`config.mk`:
```
export PLATFORM = sky130hd
export DESIGN_NAME = ignition_misfire_generator
export DESIGN_NICKNAME = d
export VERILOG_FILES = /design/src/design/imf_pkg.sv /design/src/design/ignition_misfire_generator.sv /design/src/design/imf_cfg_regs.sv /design/src/design/imf_core.sv
export SDC_FILE = /design/constraint.sdc
export NUM_CORES = 1
export LEC_CHECK = 0
export BUFFER_PORTS_ARGS = -buffer_cell sky130_fd_sc_hd__clkbuf_2
export CORE_UTILIZATION = 59
export DETAILED_ROUTE_END_ITERATION = 16
export GPL_TIMING_DRIVEN = 1
export PLACE_DENSITY = 0.81
export SYNTH_ARGS = -nofsm -noshare
export SYNTH_HDL_FRONTEND = slang
export SYNTH_HIERARCHICAL = 1
export SYNTH_SLANG_ARGS = --single-unit
```
`constraint.sdc`:
```
create_clock -name clk -period 5.5 [get_ports clk]
set_clock_uncertainty 0.1 [all_clocks]
set_input_delay 1.375 -clock clk [delete_from_list [all_inputs] [get_ports clk]]
set_output_delay 1.375 -clock clk [all_outputs]
set_load 0.05 [all_outputs]
```
`src/design/imf_pkg.sv`:
```
// imf_pkg: shared types, register indexes and cylinder decode for the
// ignition misfire generator. No dependencies.
`timescale 1ns / 1ps

package imf_pkg;

  localparam int CUT_CYLINDERS = 4;
  localparam int CFG_INDEX_W   = 3;
  localparam int CFG_DATA_W    = 16;

  // register indexes on the configuration port
  localparam logic [CFG_INDEX_W-1:0] CFG_ENABLE        = 3'd0;
  localparam logic [CFG_INDEX_W-1:0] CFG_RECURRENCE    = 3'd1;
  localparam logic [CFG_INDEX_W-1:0] CFG_SUCCESSIVE    = 3'd2;
  localparam logic [CFG_INDEX_W-1:0] CFG_DETERMINISTIC = 3'd3;
  localparam logic [CFG_INDEX_W-1:0] CFG_RANDOM_RATE   = 3'd4;
  localparam logic [CFG_INDEX_W-1:0] CFG_TARGET        = 3'd5;

  localparam logic [2:0] CYL_NONE = 3'd0;
  localparam logic [2:0] CYL_LAST = 3'd6;
  localparam logic [7:0] COUNT_MAX = 8'd255;

  typedef struct packed {
    logic [2:0]  cylinder;
    logic        cam_present;
    logic        phase_inhibit;
    logic        engine_synced;
    logic        phase_done;
    logic [10:0] timer_bits;
  } item_t;

  typedef struct packed {
    logic [3:0] cut_mask;
    logic       phase_ok;
    logic       armed;
    logic       cylinder_error;
  } result_t;

  typedef struct packed {
    logic        enable;
    logic [7:0]  recurrence;
    logic        successive_mode;
    logic        deterministic_mode;
    logic [15:0] random_rate;
    logic [2:0]  target_cylinder;
  } cfg_t;

  // one-hot cut bit for a cylinder; cylinders above the cut range give none
  function automatic logic [3:0] cyl_mask(input logic [2:0] cyl);
    logic [3:0] m;
    m = 4'b0000;
    if (cyl != CYL_NONE && 32'(cyl) <= CUT_CYLINDERS && cyl <= 3'd4) begin
      m = 4'b0001 << (cyl - 3'd1);
    end
    return m;
  endfunction

  function automatic logic cyl_invalid(input logic [2:0] cyl);
    return (cyl == CYL_NONE) || (cyl > CYL_LAST);
  endfunction

endpackage

```
`src/design/ignition_misfire_generator.sv`:
```
// ignition_misfire_generator: top level with request register, result register
// and handshake. Depends on imf_pkg, imf_cfg_regs and imf_core.
// Throughput: one request per cycle unless the result register is stalled by
// result_ready; the event logic sits between the request register and the result
// register and carries its state across requests.
// Reset (rst, synchronous): registers to defaults, all counters and flags cleared.
`timescale 1ns / 1ps

module ignition_misfire_generator (
  input  logic                            clk,
  input  logic                            rst,
  input  logic                            item_valid,
  output logic                            item_ready,
  input  imf_pkg::item_t                  item,
  output logic                            result_valid,
  input  logic                            result_ready,
  output imf_pkg::result_t                result,
  input  logic                            cfg_valid,
  output logic                            cfg_ready,
  input  logic [imf_pkg::CFG_INDEX_W-1:0] cfg_index,
  input  logic [imf_pkg::CFG_DATA_W-1:0]  cfg_data
);

  imf_pkg::cfg_t    cfg;
  imf_pkg::item_t   item_q;
  imf_pkg::result_t res_comb;
  logic             item_full;
  logic             advance;

  assign advance    = item_full && (!result_valid || result_ready);
  assign item_ready = !item_full || advance;

  imf_cfg_regs u_cfg (
    .clk       (clk),
    .rst       (rst),
    .cfg_valid (cfg_valid),
    .cfg_ready (cfg_ready),
    .cfg_index (cfg_index),
    .cfg_data  (cfg_data),
    .cfg       (cfg)
  );

  imf_core u_core (
    .clk     (clk),
    .rst     (rst),
    .advance (advance),
    .item    (item_q),
    .cfg     (cfg),
    .res     (res_comb)
  );

  always_ff @(posedge clk) begin
    if (rst) begin
      item_full    <= 1'b0;
      result_valid <= 1'b0;
    end else begin
      item_full    <= (item_valid && item_ready) || (item_full && !advance);
      result_valid <= advance || (result_valid && !result_ready);
    end
  end

  always_ff @(posedge clk) begin
    if (item_valid && item_ready) begin
      item_q <= item;
    end
    if (advance) begin
      result <= res_comb;
    end
  end

  a_onehot_cut: assert property (@(posedge clk) disable iff (rst)
    result_valid |-> $onehot0(result.cut_mask))
    else $error("cut mask has more than one bit set");

  a_idle_no_cut: assert property (@(posedge clk) disable iff (rst)
    (result_valid && !result.armed) |-> (result.cut_mask == 4'b0000 &&
                                         !result.cylinder_error))
    else $error("cut or error reported while not armed");

  a_cut_not_error: assert property (@(posedge clk) disable iff (rst)
    (result_valid && result.cut_mask != 4'b0000) |-> !result.cylinder_error)
    else $error("cut and cylinder error on the same event");

  a_request_held: assert property (@(posedge clk) disable iff (rst)
    (item_full && !advance) |=> (item_full && $stable(item_q)))
    else $error("stalled request lost from request register");

endmodule

```
`src/design/imf_cfg_regs.sv`:
```
// imf_cfg_regs: configuration register file of the misfire generator.
// Depends on imf_pkg.
`timescale 1ns / 1ps

module imf_cfg_regs (
  input  logic                           clk,
  input  logic                           rst,
  input  logic                           cfg_valid,
  output logic                           cfg_ready,
  input  logic [imf_pkg::CFG_INDEX_W-1:0] cfg_index,
  input  logic [imf_pkg::CFG_DATA_W-1:0]  cfg_data,
  output imf_pkg::cfg_t                  cfg
);

  assign cfg_ready = 1'b1;

  always_ff @(posedge clk) begin
    if (rst) begin
      cfg.enable             <= 1'b0;
      cfg.recurrence         <= 8'd0;
      cfg.successive_mode    <= 1'b0;
      cfg.deterministic_mode <= 1'b1;
      cfg.random_rate        <= 16'd0;
      cfg.target_cylinder    <= 3'd1;
    end else if (cfg_valid && cfg_ready) begin
      unique case (cfg_index)
        imf_pkg::CFG_ENABLE:        cfg.enable             <= cfg_data[0];
        imf_pkg::CFG_RECURRENCE:    cfg.recurrence         <= cfg_data[7:0];
        imf_pkg::CFG_SUCCESSIVE:    cfg.successive_mode    <= cfg_data[0];
        imf_pkg::CFG_DETERMINISTIC: cfg.deterministic_mode <= cfg_data[0];
        imf_pkg::CFG_RANDOM_RATE:   cfg.random_rate        <= cfg_data[15:0];
        imf_pkg::CFG_TARGET:        cfg.target_cylinder    <= cfg_data[2:0];
        default: ;
      endcase
    end
  end

endmodule

```
`src/design/imf_core.sv`:
```
// imf_core: per-event arming, spark counting and random cut decision with
// the state it carries between events. Depends on imf_pkg.
`timescale 1ns / 1ps

module imf_core (
  input  logic             clk,
  input  logic             rst,
  input  logic             advance,
  input  imf_pkg::item_t   item,
  input  imf_pkg::cfg_t    cfg,
  output imf_pkg::result_t res
);

  logic [7:0] spark_count, spark_count_next;
  logic armed_flag, armed_flag_next;
  logic activate_prev, inhibit_prev;
  logic low_hit_prev, low_hit_prev_next;
  logic low_hit_prev2, low_hit_prev2_next;
  logic both_hit_prev, both_hit_prev_next;

  logic       phase_ok, run, activ;
  logic [7:0] count_arm, count_inc;
  logic       armed_arm, first_succ, det_hit;
  logic       low_hit, both_hit, rnd_cut;
  logic [3:0] mask;
  logic       err;

  always_comb begin
    phase_ok = (item.cam_present && item.phase_inhibit) ? item.engine_synced
                                                          : item.phase_done;
    run   = (cfg.recurrence != 8'd0) && cfg.enable && phase_ok;
    activ = run && (item.cylinder == cfg.target_cylinder) && !armed_flag;

    count_arm = spark_count;
    armed_arm = armed_flag;
    if (run) begin
      if (activ && !activate_prev) begin
        armed_arm = 1'b1;
        count_arm = cfg.recurrence;
      end
    end else if (inhibit_prev) begin
      armed_arm = 1'b0;
      count_arm = 8'd0;
    end

    count_inc  = (count_arm == imf_pkg::COUNT_MAX) ? count_arm : count_arm + 8'd1;
    first_succ = cfg.successive_mode && (count_inc == 8'd1);
    det_hit    = (count_inc >= cfg.recurrence) || first_succ;

    // random mode: scaled timer bits against the rate
    low_hit  = {item.timer_bits, 5'd0} < cfg.random_rate;
    both_hit = low_hit && ({item.timer_bits[8:0], 7'd0} < cfg.random_rate);
    rnd_cut  = (low_hit_prev2 && low_hit_prev && low_hit) ? 1'b0
                                                          : (low_hit || both_hit_prev);

    spark_count_next   = count_arm;
    armed_flag_next    = armed_arm;
    low_hit_prev_next  = low_hit_prev;
    low_hit_prev2_next = low_hit_prev2;
    both_hit_prev_next = both_hit_prev;
    mask = 4'b0000;
    err  = 1'b0;

    if (armed_arm) begin
      if (cfg.deterministic_mode) begin
        spark_count_next = count_inc;
        if (det_hit) begin
          mask = imf_pkg::cyl_mask(item.cylinder);
          err  = imf_pkg::cyl_invalid(item.cylinder);
          if (!first_succ) begin
            spark_count_next = 8'd0;
          end
        end
      end else begin
        spark_count_next   = 8'd0;
        mask = rnd_cut ? imf_pkg::cyl_mask(item.cylinder) : 4'b0000;
        err  = imf_pkg::cyl_invalid(item.cylinder);
        low_hit_prev2_next = low_hit_prev;
        low_hit_prev_next  = low_hit;
        both_hit_prev_next = both_hit;
      end
    end

    res.cut_mask       = mask;
    res.phase_ok       = phase_ok;
    res.armed          = armed_arm;
    res.cylinder_error = err;
  end

  always_ff @(posedge clk) begin
    if (rst) begin
      spark_count   <= 8'd0;
      armed_flag    <= 1'b0;
      activate_prev <= 1'b0;
      inhibit_prev  <= 1'b0;
      low_hit_prev  <= 1'b0;
      low_hit_prev2 <= 1'b0;
      both_hit_prev <= 1'b0;
    end else if (advance) begin
      spark_count   <= spark_count_next;
      armed_flag    <= armed_flag_next;
      activate_prev <= activ;
      inhibit_prev  <= run;
      low_hit_prev  <= low_hit_prev_next;
      low_hit_prev2 <= low_hit_prev2_next;
      both_hit_prev <= both_hit_prev_next;
    end
  end

endmodule
```
Yosys cells after proc, flatten, opt, wreduce, memory -nomap -nowiden --
Cells that the tools add are included. Widths: inputs -> output; s select.
Word-level totals: flip-flop bits (word level) 71, input bits 42, output and inout bits 10
Operators by class: add/sub/neg operators 2, magnitude comparators 6, eq/ne operators 8, shifts and indexed selects 1, muxes and demuxes 19, bitwise gates (word level) 1, reduce and logical (&&, ||, !) cells 40
Operators by type and width (count):
- $mux 8 | 8
- $lt 16x16->1 | 2
- $logic_and 1x1->1 | 16
- $mux 4 | 4
- $reduce_and 2->1 | 6
- $add 8x1->8 const B | 1
- $eq 8x1->1 const B | 1
- $eq 8x8->1 const B | 1
- $ge 8x8->1 | 1
- $reduce_bool 8->1 | 1
- $logic_or 1x1->1 | 7
- $mux 1 | 7
- $eq 3x2->1 const B | 2
- $eq 3x3->1 const B | 2
- $le 3x3->1 const B | 2
- $logic_not 1->1 | 6
- $logic_not 3->1 | 2
- $shl 1x3->4 const A | 1
- $eq 3x1->1 const B | 1
- $eq 3x3->1 | 1
- $gt 3x3->1 const B | 1
- $reduce_and 3->1 | 1
- $reduce_bool 3->1 | 1
- $sub 3x1->3 const B | 1
- $not 1->1 | 1

Longest topological paths before layout --
word-level depth 16, mapped depth 22, mapped depth without buffers 20

Cells and area by module --
The synthesis kept the hierarchy.
Modules (own cells, without submodules):
- imf_core | times used 1, cells an instance 278, area an instance 2230.9 µm², seq. area each 280.3 µm²
- imf_cfg_regs | times used 1, cells an instance 123, area an instance 1316.3 µm², seq. area each 600.6 µm²
- ignition_misfire_generator | times used 1, cells an instance 35, area an instance 854.6 µm², seq. area each 790.8 µm²

Least setup slack after synthesis --
OpenSTA, ideal clock, no wires.
path kind flip-flop to flip-flop, start point register item_q[16] (netlist bit), end point register result[0] (netlist bit), data pin, arrival 4546 ps, required time 5149 ps, slack 603 ps, stages on the path, launching flop included 22, clock period less this slack 4897 ps, path through edfxtp_1 xor2_1 nor4_2 nand3_2 buf_6 a31oi_1 inv_1 ha_1 nand2_1 nor4_4 a41oi_2 nor4_4 xnor2_1 ha_1 nand2b_1 a21o_1 a21o_1 a211o_1 a21oi_1 o211a_1 a211oi_2 buf_4
Between the ends: longest elaborated chain between the ends 13, elaborated cells between the ends (all ways) 20, those cells by class 1 x add/sub; 2 x order compare; 3 x eq/ne; 7 x mux; 7 x reduce/logical
Ends and longest elaborated chain:
- start, declared | line ignition_misfire_generator.sv:25 | imf_pkg::item_t item_q;
- start signal, assigned | line ignition_misfire_generator.sv:64 | item_q <= item;
- parallel branches: the longest is 13 deep, another holds $add 8x1->8
- end signal, assigned | line ignition_misfire_generator.sv:67 | result <= res_comb;
- end, declared | line ignition_misfire_generator.sv:17 | output imf_pkg::result_t result,
Parallel ways; which one is timed is not known. A chain may end at the register's enable or synchronous reset.

Worst setup path after layout --
start point register item_q[16] (netlist bit), end point register u_core.spark_count[5]
Between the ends: longest elaborated chain between the ends 14, elaborated cells between the ends (all ways) 19, those cells by class 1 x add/sub; 1 x order compare; 3 x eq/ne; 9 x mux; 5 x reduce/logical
Ends and longest elaborated chain:
- $eq 3x3->1 * | line imf_core.sv:32 | activ = run && (item.cylinder == cfg.target_cylinder) && !armed_flag;
- $logic_and 1x1->1 * (2 in a row) | line imf_core.sv:32
- $logic_and 1x1->1 * | line imf_core.sv:37 | if (activ && !activate_prev) begin
- parallel branches: the longest is 9 deep, another holds $add 8x1->8
- $mux 8 * | line imf_core.sv:64 | if (armed_arm) begin
- end signal, assigned | line imf_core.sv:100 | spark_count <= spark_count_next;
- end, declared | line imf_core.sv:14 | logic [7:0] spark_count, spark_count_next;
Every way passes the cells marked *.

==> run summary <==
Lkg Pwr: 1.93 nW
die area: 7810 µm²
first-pass GRT wire length: 16.2 mm
NetSw: 288 µW
Max rail drop VDD: 0.167 mV
Residual DRC: 0
Async SR Flop Fraction: 0
register area share after synthesis: 0.380
global route overflow: 0
Hold Crit Class: reg -> reg
syn_nets: 508
root buffer cell: clkbuf_8
CP Data Required Time: 5.69 ns
Worst slew margin: 0.328
Synth Area in Simple Gates: 0.219
critical path launch point type: flop
Internal: 779 µW
flop and latch count out of synthesis: 71
WL final: 10.0 mm
Synth cell types: 83
Post-Synth Adder-Cell Area: 0.0853
Final #Nets: 559
CTS buffer count: 9
Worst-path clk slew: 0.07 ns
cell count after synthesis: 436
initial DRC count: 202
worst hold start: u_core/activate_prev$_SDFFE_PP0P_
largest net degree at the start of global routing: 57
setup TNS: 0 ns
fin. max-slew vios: 0
Comb power frac: 0.134
Initial Util: 0.610
min cycle time layout: 5.06 ns
post-route cell area: 4860 µm²
synthesized area per cell: 10.1 µm²
All-Layer GR Usage: 0.276
chip height: 88.4 µm
Antenna Cells: 0
most frequent cells in the layout: 51 x nand2b_1, 50 x clkbuf_2, 46 x dfxtp_1
Slowest cell on crit path: nor4_4
XOR/XNOR Fraction of Synth Area: 0.00995
Port Buf Inserts: 50
P&R area growth vs syn: 10.5%
final hold viol count: 0
Clock Sink Count: 71
f_max: 198 MHz
CP Cell Sequence: xor2_1 -> nor4_2 -> buf_4 -> and3_1 -> a31oi_1 -> inv_1 -> ha_1 -> nand2_1 -> nor4_4 -> a41oi_2 -> nor4_4 -> mux2_2 -> ha_1 -> a21o_1 -> a21o_1 -> a211o_1 -> a21oi_1 -> o211a_1 -> nor4b_1 -> o21ba_2
CTS tree: built
RSZ-0062 raised after global routing: no
status: finished clean
initial antenna violation count: 0
average wire per standard cell: 17.0 µm
mux contribution to synthesized area: 0.0799
Netlist Area Pre-Place: 4400 µm²
post-DP HPWL: 7.55 mm
row cnt: 31
worst r2r src: item_q[16]$_DFFE_PP_
compound-gate portion of the synthesized area: 0.168
layout cell share with drive strength beyond 1: 0.217
Power Density: 219 nW/µm²
Post-synth EDFFs: 25
WS Path Type: reg -> reg
Layout Utilization: 0.674
Via Count: 3516
Top FF cell, synth: dfxtp_1
antenna viol nets, final: 0
slowest stage delay, CP: 0.48 ns
most common library cell in the layout ignoring fill and taps: nand2b_1
main combinational cell family by area after synthesis: simple AND/OR/NAND/NOR gates
switch share: 0.270
I/O pin cnt: 52
clk_lat worst skew: 0.35 ns
Die W: 88.4 µm
maximum fanout along the worst path: 8
synth warn: 6
Flop pwr share: 0.537
buffers from clock root to sink, at most: 2
clock network power share: 0.329
Layout fillers: 579
cts hold-fix bufs: 0
vias in the first global route: 3324
Max Cap Viol: 0
period utilisation layout: 0.920
core area: 7210 µm²
Pre-antenna DRT Iters: 5
critical path arrival: 5.25 ns
htree depth: 3
Worst Tran Pin Value: 1.01 ns
Critical Path Sink Type: flop
Placement Cell Area: 4690 µm²
setup-violating endpoint count in the final report: 0
Worst Setup SP: item_q[16]$_DFFE_PP_
DR vias/cell: 5.95
routability cong.: 0.961
[cells in the mapped netlist (3+ instances only)]
cell type | instances | area share
a211o_1 | 3 | 0.0060
a21o_1 | 5 | 0.0085
a21oi_1 | 15 | 0.017
a22oi_1 | 3 | 0.0051
a31o_2 | 3 | 0.0060
a31oi_1 | 7 | 0.0099
buf_4 | 4 | 0.0068
buf_6 | 5 | 0.013
clkbuf_1 | 9 | 0.0077
dfxtp_1 | 46 | 0.21
edfxtp_1 | 25 | 0.17
ha_1 | 30 | 0.085
inv_1 | 29 | 0.025
mux2i_1 | 34 | 0.077
nand2_1 | 17 | 0.014
nand2b_1 | 51 | 0.072
nand3_1 | 7 | 0.0080
nand4_1 | 3 | 0.0043
nand4b_1 | 4 | 0.0080
nor2_1 | 19 | 0.016
nor3_1 | 6 | 0.0068
nor3b_1 | 3 | 0.0051
nor4_1 | 6 | 0.0085
nor4_2 | 3 | 0.0085
o21a_1 | 3 | 0.0051
o21ai_0 | 16 | 0.018
o31a_1 | 3 | 0.0060
o31ai_1 | 4 | 0.0068
or2_1 | 4 | 0.0057
or2_2 | 3 | 0.0043
xor2_1 | 4 | 0.0080
[routing by layer]
metal,global-route usage,part of all wire,vias up
li1,-,-,1700
met1,0.347,0.43,1674
met2,0.482,0.49,120
met3,0.0494,0.052,22
met4,0.0865,0.022,0
met5,0,0,-
[worst max-delay path: cells and delay by family (launching register included)]
kind | cells | cell delay (ns)
AO/OA/AOI/OAI | 8 | 1.46
XOR/XNOR | 1 | 0.20
adder cells (fa/ha/maj) | 2 | 0.48
buffers and inverters | 2 | 0.28
flip-flops | 1 | 0.47
multiplexers | 1 | 0.40
AND/OR/NAND/NOR | 6 | 1.62
[logic make-up after synthesis]
kind of cell	after synthesis
adders and majority gates	30
xor gates and xnor gates	5
other	1
buffers and inverters	49
DFF	71
and+or+nand+nor	150
AOI/OAI and AO/OA	95
muxes	35
[stage by stage]
| stage | power, mW | instances | hold slack (ns) | setup WS [ns] |
|---|---|---|---|---|
| 6_report | 1.07 | 591 | 0.372 | 0.442 |
| 5_1_grt | 1.11 | 591 | 0.398 | 0.0136 |
| 4_1_cts | 1.07 | 589 | 0.375 | 0.399 |
| 3_5_place_dp | 0.726 | 573 | 0.363 | 0.441 |
| 3_3_place_gp | 0.720 | 573 | 0.351 | 0.582 |
| 2_1_floorplan | 0.686 | 436 | 0.342 | 0.603 |
[final timing paths]
check / to / slack (ns) / cells past startpoint
worst min register to register: u_core/activate_prev$_SDFFE_PP0P_ / 0.37 / 2
worst min-delay path: u_core/activate_prev$_SDFFE_PP0P_ / 0.37 / 2
worst max-delay path: u_core/spark_count[5]$_SDFFE_PP0P_ / 0.44 / 20
worst max register to register: u_core/spark_count[5]$_SDFFE_PP0P_ / 0.44 / 20
[power groups by stage]
stage,combinational [mW],clock [mW],sequential [mW]
after floorplan,0.0972,0,0.588
after global placement,0.136,0,0.585
after detailed placement,0.140,0,0.585
after CTS,0.141,0.360,0.573
after global routing,0.157,0.382,0.575
final,0.143,0.351,0.574
[area by class of cell]
type	instances	area (µm²)	share of cell area
Clock buffer	11	131	0.0270
Inverter	29	109	0.0224
Tap cell	99	124	0.0255
Sequential cell	71	1670	0.344
Clock inverter	5	25.0	0.00515
Timing Repair Buffer	60	325	0.0669
Multi-Input combinational cell	316	2480	0.509
[what timing repair did]
action	4_1_cts	5_1_grt
setup buffers	0	2
gates resized for setup	0	2
setup endpoints to repair	0	2
[state kept, by name, summed over array words and instances (netlist names)]
name and cells:
item_full 1, item_q 18, result 7, result_valid 1
u_cfg/cfg 30, u_core/activate_prev 1, u_core/armed_flag 1, u_core/both_hit_prev 1
u_core/inhibit_prev 1, u_core/low_hit_prev 1, u_core/low_hit_prev2 1, u_core/spark_count 8
No activity file was read; power rests on OpenSTA's default activity.
